### config.mk
export PLATFORM = sky130hd
export DESIGN_NAME = sphull_ctrl
export DESIGN_NICKNAME = d
export VERILOG_FILES = /design/src/hw/rtl/sphull_pkg.sv /design/src/hw/rtl/sphull_ctrl.sv
export SDC_FILE = /design/constraint.sdc
export NUM_CORES = 1
export LEC_CHECK = 0
export ABC_AREA = 0
export BUFFER_PORTS_ARGS = -buffer_cell sky130_fd_sc_hd__buf_4
export CORE_UTILIZATION = 50
export CTS_BUF_LIST = sky130_fd_sc_hd__clkbuf_2
export CTS_CLUSTER_SIZE = 14
export DETAILED_ROUTE_END_ITERATION = 7
export PLACE_DENSITY = 0.8
export SLEW_MARGIN = 25
export SYNTH_ARGS = -nofsm -noshare
export SYNTH_HDL_FRONTEND = slang
export SYNTH_SLANG_ARGS = --single-unit
### constraint.sdc
create_clock -name clk -period 2.6 [get_ports clk]
set_input_delay 0.39 -clock clk [delete_from_list [all_inputs] [get_ports clk]]
set_output_delay 0.39 -clock clk [all_outputs]
set_load 0.01 [all_outputs]
### src/hw/rtl/sphull_pkg.sv
`timescale 1ns / 1ps
`default_nettype none
// ---------------------------------------------------------------------------
// sphull_pkg
// Shared constants, types and the controller/datapath command and status
// structures of the polygon hull core.
// ---------------------------------------------------------------------------
package sphull_pkg;

    localparam int MAX_VERTICES = 64;
    localparam int COORD_BITS   = 16;
    localparam int DEQ_DEPTH    = 128;
    localparam int IDX_BITS     = $clog2(DEQ_DEPTH);
    localparam int CNT_BITS     = IDX_BITS + 1;
    localparam int K_BITS       = $clog2(MAX_VERTICES + 1);
    localparam int SIZE_BITS    = 7;
    localparam int PT_BITS      = 2 * COORD_BITS;

    typedef struct packed {
        logic signed [COORD_BITS-1:0] x;
        logic signed [COORD_BITS-1:0] y;
    } point_t;

    typedef enum logic [1:0] {
        ST_HULL      = 2'd0,
        ST_COLLINEAR = 2'd1,
        ST_FEW       = 2'd2
    } status_t;

    typedef enum logic [2:0] {
        RD_TNEAR,
        RD_TOP,
        RD_BOT,
        RD_BOT1,
        RD_EMIT
    } rd_sel_t;

    typedef enum logic [2:0] {
        WR_S0,
        WR_S1,
        WR_S2,
        WR_S3,
        WR_TOP,
        WR_BOT
    } wr_sel_t;

    typedef enum logic [2:0] {
        OPS_NONE,
        OPS_COL,
        OPS_SEED,
        OPS_WRAP0,
        OPS_WRAP1
    } ops_t;

    typedef struct packed {
        logic    latch_in;
        rd_sel_t rd_sel;
        logic    ld_a;
        logic    ld_b;
        logic    ld_c_p;
        ops_t    ops;
        logic    ori_start;
        logic    save_neg;
        logic    set_col;
        logic    wr_en;
        wr_sel_t wr_sel;
        logic    seed_idx;
        logic    top_inc;
        logic    top_dec;
        logic    bot_inc;
        logic    bot_dec;
        logic    advance;
        logic    clear_run;
        logic    emit_rst;
        logic    emit_inc;
        logic    out_ld_pt;
        logic    out_ld_status;
        status_t status_code;
    } cmd_t;

    typedef struct packed {
        logic k_lt2;
        logic k_eq2;
        logic k_full;
        logic n_lt3;
        logic fin;
        logic deq_ge3;
        logic size_bad;
        logic emit_last;
        logic col_seen;
        logic neg_flag;
        logic ori_done;
        logic s_pos;
        logic s_neg;
        logic s_zero;
    } stat_t;

endpackage
`default_nettype wire

### src/hw/rtl/sphull_ctrl.sv
`timescale 1ns / 1ps
`default_nettype none
// ---------------------------------------------------------------------------
// sphull_ctrl
// Sequencer: per-vertex collinear test, seeding, the two Melkman trim loops,
// the closing wrap-around tests and result emission.
// ---------------------------------------------------------------------------
module sphull_ctrl (
    input  wire logic              clk,
    input  wire logic              rst_n,
    input  wire logic              in_valid,
    output logic                   in_ready,
    output logic                   out_valid,
    input  wire logic              out_ready,
    input  wire sphull_pkg::stat_t stat,
    output sphull_pkg::cmd_t       cmd
);

    typedef enum logic [4:0] {
        S_IDLE, S_LOAD, S_FETCH0, S_FETCH1, S_FETCH2, S_ORI, S_WAIT,
        S_SEED0, S_SEED1, S_SEED2, S_SEED3, S_TOPCHK, S_PUSHT, S_BOTCHK,
        S_PUSHB, S_ADV, S_FIN, S_DECIDE, S_EMRD, S_EMLD, S_EMOUT, S_STOUT,
        S_CLEAR
    } state_t;

    typedef enum logic [2:0] {
        K_COL, K_SEED, K_SKIPT, K_SKIPB, K_POPT, K_POPB, K_WRAP0, K_WRAP1
    } kind_t;

    state_t state_reg, state_next;
    kind_t  kind_reg, kind_next;
    logic   pair_top_reg, pair_top_next;
    logic   out_valid_reg, out_valid_next;

    assign in_ready  = (state_reg == S_IDLE);
    assign out_valid = out_valid_reg;

    always_comb
    begin
        cmd            = '0;
        state_next     = state_reg;
        kind_next      = kind_reg;
        pair_top_next  = pair_top_reg;
        out_valid_next = out_valid_reg;
        case (state_reg)
            S_IDLE:
            begin
                if (in_valid)
                begin
                    cmd.latch_in = 1'b1;
                    state_next   = S_LOAD;
                end
            end
            S_LOAD:
            begin
                if (stat.k_full)
                begin
                    state_next = stat.fin ? S_FIN : S_IDLE;
                end
                else if (stat.k_lt2)
                begin
                    state_next = S_ADV;
                end
                else
                begin
                    cmd.ops    = sphull_pkg::OPS_COL;
                    kind_next  = K_COL;
                    state_next = S_ORI;
                end
            end
            S_FETCH0:
            begin
                cmd.rd_sel = pair_top_reg ? sphull_pkg::RD_TNEAR : sphull_pkg::RD_BOT;
                state_next = S_FETCH1;
            end
            S_FETCH1:
            begin
                cmd.rd_sel = pair_top_reg ? sphull_pkg::RD_TOP : sphull_pkg::RD_BOT1;
                cmd.ld_a   = 1'b1;
                state_next = S_FETCH2;
            end
            S_FETCH2:
            begin
                cmd.ld_b   = 1'b1;
                cmd.ld_c_p = 1'b1;
                state_next = S_ORI;
            end
            S_ORI:
            begin
                cmd.ori_start = 1'b1;
                state_next    = S_WAIT;
            end
            S_WAIT:
            begin
                if (stat.ori_done)
                begin
                    case (kind_reg)
                        K_COL:
                        begin
                            cmd.set_col = stat.s_zero;
                            if (stat.k_eq2)
                            begin
                                cmd.ops    = sphull_pkg::OPS_SEED;
                                kind_next  = K_SEED;
                                state_next = S_ORI;
                            end
                            else
                            begin
                                pair_top_next = 1'b1;
                                kind_next     = K_SKIPT;
                                state_next    = S_FETCH0;
                            end
                        end
                        K_SEED:
                        begin
                            cmd.save_neg = 1'b1;
                            state_next   = S_SEED0;
                        end
                        K_SKIPT:
                        begin
                            cmd.save_neg  = 1'b1;
                            pair_top_next = 1'b0;
                            kind_next     = K_SKIPB;
                            state_next    = S_FETCH0;
                        end
                        K_SKIPB:
                        begin
                            // inside both hull edges: vertex cannot change the hull
                            state_next = (stat.neg_flag && stat.s_neg) ? S_ADV : S_TOPCHK;
                        end
                        K_POPT:
                        begin
                            cmd.top_dec = stat.s_pos;
                            state_next  = stat.s_pos ? S_TOPCHK : S_PUSHT;
                        end
                        K_POPB:
                        begin
                            cmd.bot_inc = stat.s_pos;
                            state_next  = stat.s_pos ? S_BOTCHK : S_PUSHB;
                        end
                        K_WRAP0:
                        begin
                            cmd.set_col = stat.s_zero;
                            cmd.ops     = sphull_pkg::OPS_WRAP1;
                            kind_next   = K_WRAP1;
                            state_next  = S_ORI;
                        end
                        K_WRAP1:
                        begin
                            cmd.set_col = stat.s_zero;
                            state_next  = S_DECIDE;
                        end
                        default:
                        begin
                            state_next = S_IDLE;
                        end
                    endcase
                end
            end
            S_SEED0:
            begin
                cmd.wr_en  = 1'b1;
                cmd.wr_sel = sphull_pkg::WR_S0;
                state_next = S_SEED1;
            end
            S_SEED1:
            begin
                cmd.wr_en  = 1'b1;
                cmd.wr_sel = sphull_pkg::WR_S1;
                state_next = S_SEED2;
            end
            S_SEED2:
            begin
                cmd.wr_en  = 1'b1;
                cmd.wr_sel = sphull_pkg::WR_S2;
                state_next = S_SEED3;
            end
            S_SEED3:
            begin
                cmd.wr_en    = 1'b1;
                cmd.wr_sel   = sphull_pkg::WR_S3;
                cmd.seed_idx = 1'b1;
                state_next   = S_ADV;
            end
            S_TOPCHK:
            begin
                if (stat.deq_ge3)
                begin
                    pair_top_next = 1'b1;
                    kind_next     = K_POPT;
                    state_next    = S_FETCH0;
                end
                else
                begin
                    state_next = S_PUSHT;
                end
            end
            S_PUSHT:
            begin
                cmd.wr_en   = 1'b1;
                cmd.wr_sel  = sphull_pkg::WR_TOP;
                cmd.top_inc = 1'b1;
                state_next  = S_BOTCHK;
            end
            S_BOTCHK:
            begin
                if (stat.deq_ge3)
                begin
                    pair_top_next = 1'b0;
                    kind_next     = K_POPB;
                    state_next    = S_FETCH0;
                end
                else
                begin
                    state_next = S_PUSHB;
                end
            end
            S_PUSHB:
            begin
                cmd.wr_en   = 1'b1;
                cmd.wr_sel  = sphull_pkg::WR_BOT;
                cmd.bot_dec = 1'b1;
                state_next  = S_ADV;
            end
            S_ADV:
            begin
                cmd.advance = 1'b1;
                state_next  = stat.fin ? S_FIN : S_IDLE;
            end
            S_FIN:
            begin
                if (stat.n_lt3)
                begin
                    cmd.out_ld_status = 1'b1;
                    cmd.status_code   = sphull_pkg::ST_FEW;
                    out_valid_next    = 1'b1;
                    state_next        = S_STOUT;
                end
                else
                begin
                    cmd.ops    = sphull_pkg::OPS_WRAP0;
                    kind_next  = K_WRAP0;
                    state_next = S_ORI;
                end
            end
            S_DECIDE:
            begin
                if (stat.col_seen)
                begin
                    cmd.out_ld_status = 1'b1;
                    cmd.status_code   = sphull_pkg::ST_COLLINEAR;
                    out_valid_next    = 1'b1;
                    state_next        = S_STOUT;
                end
                else if (stat.size_bad)
                begin
                    cmd.out_ld_status = 1'b1;
                    cmd.status_code   = sphull_pkg::ST_FEW;
                    out_valid_next    = 1'b1;
                    state_next        = S_STOUT;
                end
                else
                begin
                    cmd.emit_rst = 1'b1;
                    state_next   = S_EMRD;
                end
            end
            S_EMRD:
            begin
                cmd.rd_sel = sphull_pkg::RD_EMIT;
                state_next = S_EMLD;
            end
            S_EMLD:
            begin
                cmd.out_ld_pt  = 1'b1;
                out_valid_next = 1'b1;
                state_next     = S_EMOUT;
            end
            S_EMOUT:
            begin
                if (out_ready)
                begin
                    out_valid_next = 1'b0;
                    if (stat.emit_last)
                    begin
                        state_next = S_CLEAR;
                    end
                    else
                    begin
                        cmd.emit_inc = 1'b1;
                        state_next   = S_EMRD;
                    end
                end
            end
            S_STOUT:
            begin
                if (out_ready)
                begin
                    out_valid_next = 1'b0;
                    state_next     = S_CLEAR;
                end
            end
            S_CLEAR:
            begin
                cmd.clear_run = 1'b1;
                state_next    = S_IDLE;
            end
            default:
            begin
                state_next = S_IDLE;
            end
        endcase
    end

    always_ff @(posedge clk or negedge rst_n)
    begin
        if (!rst_n)
        begin
            state_reg     <= S_IDLE;
            kind_reg      <= K_COL;
            pair_top_reg  <= 1'b0;
            out_valid_reg <= 1'b0;
        end
        else
        begin
            state_reg     <= state_next;
            kind_reg      <= kind_next;
            pair_top_reg  <= pair_top_next;
            out_valid_reg <= out_valid_next;
        end
    end

endmodule
`default_nettype wire

==> flow_metrics.tcl, run 1 <==
set metrics [dict create \
    status "complete, no violations" \
    num_antenna_cells 0 \
    clock_sinks 10 \
    crit_arrival_ns 2.02 \
    slowest_delay_ns 0.48 \
    syn_area_um2 1420 \
    crit_chain "buf_4, or3_1, or3_1, o22ai_1, buf_4" \
    sw_frac_of_total 0.5461 \
    final-setup-viol-count 0 \
    p_sw_uw 1168 \
    post_drt_wl_per_cell_um 17.66 \
    worst_slew_pin_slew_ns 0.4211 \
    cts_setup_buffers 0 \
    clk_latency_ns 0.23 \
    r2r_start "state_reg[2]$_DFFE_PN0P_" \
    layout.area.seq_um2 250.2 \
    grt_use_total 0.3291 \
    dp_hpwl_mm 3.912 \
    yosys_warnings 0 \
    pwr-share-clk 0.034 \
    die_h_um 55.30 \
    die_w_um 55.30 \
    synthTopCellsByArea "dfrtp_1 18%, a21oi_1 6.0%, nor3_1 6.0%" \
    relSlewSlack 0.7163 \
    cp-startpoint "state_reg[3]$_DFFE_PN0P_" \
    final_cell_mix "60 x buf_4, 20 x nand2_1, 18 x nor2_1, 17 x nor3_1, 17 x a21oi_1" \
    overflow 0 \
    clkTransAtPathRegs_ns 0.08 \
    initial_core_util 0.5483 \
    grt_pass1_wl_mm 8.135 \
    cts_tree "built" \
    hold_depth 2 \
    combPwrFrac 0.783 \
    seqPwrFrac 0.183 \
    core_um2 2590 \
    largest_reg_flops 5 \
    synth_seq_cells 10 \
    wl_mm 4.928 \
    leakage_uw 0.0007901 \
    postLayoutCoreUtil 0.7019 \
    regToRegSetupSlack_ns 0.35 \
    end_kind "output port" \
    die_area_um2 3058 \
    htreeDepth 1 \
    port-buffer-count 49 \
    setup_slack_ns 0.1927 \
    synth_top_flop_cell "dfrtp_1" \
    synthCells 206 \
    finalHoldViolations 0 \
    vias 1828 \
    drt_iter0_markers 124 \
    fin_tns_setup_ns 0 \
    cp.buffers_inverters 2 \
    min_to "state_reg[0]$_DFFE_PN0P_" \
    crit_path_start_kind "flop" \
    fin_crit_ns 2.407 \
    rsz0062_at_grt "no" \
    drc 0 \
    path_delay_family "simple AND/OR/NAND/NOR gates" \
    max_cap_viol_count 0 \
    std_cell_rows 18 \
    r2r-end "state_reg[2]$_DFFE_PN0P_" \
    powerDensity_nw_per_um2 1177 \
    synth_top_cell_area_share 0.1762 \
    grt_max_degree 24 \
    async_flop_share 1.000 \
    clock_skew_ns 0.006094 \
    synth-edff-count 0 \
    finalCritPeriodShare 0.9259 \
    hold_class "input port to flop" \
    layout-drive-gt1-share 0.2972 \
    cp_max_fo 22 \
    intPower_uw 970.8 \
    syn-num-nets 224 \
    slew_viol_final 0 \
    layout_commonest_cell "buf_4" \
    via_per_inst 6.552 \
    place_ws_ns 0.4306 \
    synth.largest_area_cell "dfrtp_1" \
    postRouteAntennaNets 0 \
    syn_avg_cell_area_um2 6.894 \
    area_growth_pct 28.02 \
    clockBufferDepth 2 \
    antenna_found_initial 0 \
    ioPinCount 50 \
    synth.distinct_cells 53 \
    slowest_stage "or3_1" \
    worstSetupPathType "flop to output port" \
    firstDrtPassIters 5 \
    rr_worst_depth 5 \
    max_freq_mhz 415.4 \
    crit_required_ns 2.21 \
    cts_buffers 3 \
    globalplace.congestion 0.9589 \
    holdCritStartpoint "out_ready" \
    finalNetCount 269 \
    ctsRootBufferMaster "clkbuf_2" \
    yosysSeqAreaShare 0.1762 \
    vdd_ir_drop_max_mv 1.006 \
    nFillCells 237 \
    multi_input_area_um2 1028 \
    grt_pass1_vias 1669 \
]
[repair_timing]
action | CTS | global route
setup endpoints to repair | 0 | 2
gates resized for setup | 0 | 1
hold endpoints to repair | 10 | 0
hold buffers | 1 | 0
[power groups by stage]
stage	clock network, µW	registers, µW	logic [µW]
final	73.2	391	1680
after global routing	81.2	409	1820
after CTS	76.8	383	1630
after detailed placement	0	386	1620
after global placement	0	383	1610
after floorplan	0	281	1250
[layer usage]
metal	part of all wire	wire (µm)	track usage	up-vias
met4	0.034	167	0.1607	0
met2	0.45	2218	0.4905	126
met5	0	0	0	-
met1	0.42	2090	0.4612	832
li1	-	-	-	851
met3	0.092	452	0.05152	19
[worst max-delay path by stage]
stage / slack (ns) / endpoint / cells after the start
finish: 0.19 / cmd[20] / 5
global route: 0.06 / cmd[21] / 5
CTS: 0.15 / cmd[21] / 5
detailed placement: 0.43 / cmd[21] / 5
global placement: 0.45 / state_reg[2]$_DFFE_PN0P_ / 5
floorplan: 0.39 / cmd[24] / 6
[synth_stat cells (2+ instances only)]
cell and number:
nor3b_1 4, o21ai_0 14, and3_1 2, nor2b_1 4, mux2_1 2, o41ai_1 3
buf_6 2, nor4_1 4, o22ai_1 2, clkbuf_1 7, nor2_1 18, buf_2 7
a21oi_1 17, buf_4 4, nand2b_1 8, a22o_1 2, and2b_4 2, nand2_1 20
or2b_1 2, nor3_1 17, o32ai_1 3, inv_1 7, a211oi_1 3, a31oi_1 3
o211ai_1 2, nand3_1 3, or3_1 3, nand3b_1 3, dfrtp_1 10, o31ai_1 4
a22oi_1 2
[kinds of logic (layout without fill, tap and decap cells)]
kind of cell,count (synthesis),count (layout),share of synthesized area
multiplexers,2,2,0.01586
flip-flops,10,10,0.1762
buffers and inverters,28,71,0.1013
AND/OR/NAND/NOR,100,100,0.3894
AO/OA/AOI/OAI,66,66,0.3172
[stage by stage]
stage / total power (µW) / hold WS [ns] / area (µm²) / instances
3_5_place_dp: 2004 / 0.2196 / 1790 / 275
3_3_place_gp: 1994 / 0.2197 / 1790 / 275
4_1_cts: 2086 / 0.3766 / 1815 / 279
2_1_floorplan: 1528 / 0.09441 / 1420 / 206
6_report: 2139 / 0.3871 / 1818 / 279
5_1_grt: 2307 / 0.3898 / 1818 / 279
[area by class of cell]
class / instances / area share
inverter: 7 / 0.01445
timing repair buffer: 61 / 0.2533
sequential: 10 / 0.1376
tap: 30 / 0.02065
clock buffer: 3 / 0.008259
multi-input combinational: 168 / 0.5657
Power figures use the tool's default switching activity.
==> run 2, diff against run 1 <==
==> constraint.sdc (replaced) <==
create_clock -name clk -period 2.6 [get_ports clk]
set_input_delay 0.26 -clock clk [delete_from_list [all_inputs] [get_ports clk]]
set_output_delay 0.26 -clock clk [all_outputs]
set_load 0.01 [all_outputs]
==> run 2 against run 1 <==
Compared with the run above: worst hold slack worse by 0.19 ns; sequential share of layout area is 0.20 points higher; first-iteration DRC count is 29% higher.
==> flow_metrics.tcl, run 2 (synthesis gave the netlist of run 1 again) <==
set metrics [dict create \
    area_growth_pct 27.49 \
    clock_sinks 10 \
    layout_commonest_cell "buf_4" \
    grt_max_degree 24 \
    vdd_ir_drop_max_mv 0.8674 \
    core_um2 2590 \
    die_h_um 55.30 \
    final-setup-viol-count 0 \
    rsz0062_at_grt "no" \
    m1WireLength_mm 1.951 \
    rr_worst_depth 6 \
    dp_cells 274 \
    dp_hpwl_mm 3.707 \
    end_kind "output port" \
    wl_mm 4.906 \
    clkTransAtPathRegs_ns 0.11 \
    worst_slew_pin_slew_ns 0.4380 \
    status "complete, no violations" \
    layout-drive-gt1-share 0.2984 \
    max_cap_viol_count 0 \
    die_area_um2 3058 \
    crit_required_ns 2.34 \
    cp-startpoint "state_reg[2]$_DFFE_PN0P_" \
    ctsRootBufferMaster "clkbuf_2" \
    slew_viol_final 0 \
    fin_crit_ns 2.337 \
    holdCritStartpoint "out_ready" \
    finalNetCount 268 \
    largest_reg_flops 5 \
    drc 0 \
    stdcell_count 278 \
    grt_pass1_vias 1639 \
    clock_skew_ns 0.01323 \
    htreeDepth 1 \
    finalCritPeriodShare 0.8987 \
    fin_tns_setup_ns 0 \
    clk_latency_ns 0.27 \
    grt_use_total 0.3092 \
    ioPinCount 50 \
    finalHoldViolations 0 \
    cts_tree "built" \
    max_freq_mhz 428.0 \
    worstSetupPathType "flop to output port" \
    initial_core_util 0.5483 \
    via_per_inst 6.719 \
    num_antenna_cells 0 \
    postRouteAntennaNets 0 \
    clockBufferDepth 2 \
    antenna_found_initial 0 \
    grt_pass1_wl_mm 7.741 \
    vias 1868 \
    powerDensity_nw_per_um2 1170 \
    globalplace.congestion 0.9827 \
    cts_setup_buffers 0 \
    dr_wl_met3_um 564 \
    crit_arrival_ns 2.08 \
    overflow 0 \
    met2_length_mm 2.312 \
    port-buffer-count 49 \
    die_w_um 55.30 \
    crit_path_start_kind "flop" \
    drt_iter0_markers 160 \
    final_cell_mix "59 x buf_4, 20 x nand2_1, 18 x nor2_1, 17 x nor3_1, 17 x a21oi_1" \
    hold_depth 2 \
    regToRegSetupSlack_ns 0.38 \
    std_cell_rows 18 \
    relSlewSlack 0.7005 \
    cp_max_fo 23 \
    r2r_start "state_reg[3]$_DFFE_PN0P_" \
    firstDrtPassIters 5 \
    cts_buffers 3 \
    hold_class "input port to flop" \
    leakage_uw 0.0007825 \
    post_drt_wl_per_cell_um 17.65 \
    maxUsedRoutingLayer "met4" \
]
==> run 2: per-stage QoR <==
stage	hold slack (ns)	worst slack, ns	util	total power [µW]	instance area [µm²]
final	0.1972	0.2633	0.6990	2119	1810
after global routing	0.1904	0.005078	0.6990	2267	1810
after CTS	0.2181	0.05630	0.6981	2065	1808
after detailed placement	0.1008	0.2083	0.6884	1975	1783
after global placement	0.09527	0.2992	0.6884	1962	1783
after floorplan	-0.03559	0.5210	-	1528	1420
==> run 2: path summary, 6_finish.rpt <==
path                                            endpoint
worst min register to register  pair_top_reg$_DFFE_PN0P_
max in group asynchronous       state_reg[2]$_DFFE_PN0P_
worst min-delay path            state_reg[0]$_DFFE_PN0P_
worst max-delay path                             cmd[10]
min in group asynchronous       state_reg[4]$_DFFE_PN0P_
worst max register to register   kind_reg[2]$_DFFE_PN0P_
==> run 2: repair_timing <==
item / CTS / global route
hold buffers: 1 / 0
setup endpoints to repair: 0 / 6
endpoints found under the hold margin: 10 / 0
gates resized for setup: 0 / 2
==> run 2: critical path: stages (launching register included) <==
cell and delay [ns]:
dfrtp_2 0.60, nand2b_1 0.29, nor3_1 0.26, nand2_1 0.19, nor4_1 0.30, buf_4 0.18
==> run 2: layout make-up <==
class                      instances  area [µm²]
clock buffer                       3       15.01
fill                             224       779.5
inverter                           7       26.28
multi-input combinational        168        1026
sequential                        10       252.7
tap                               30       37.54
timing repair buffer              60       452.9
==> run 2: metal layers <==
metal	vias up	track usage
met3	16	0.05855
met5	-	0
met2	141	0.5198
met1	853	0.4123
met4	0	0.06429
li1	858	-
==> run 2: report_power, final <==
part	total, µW	internal (µW)	switching, µW
logic	1580	693	892
clock network	87.2	31.4	55.8
registers	447	237	210
total	2120	961	1160
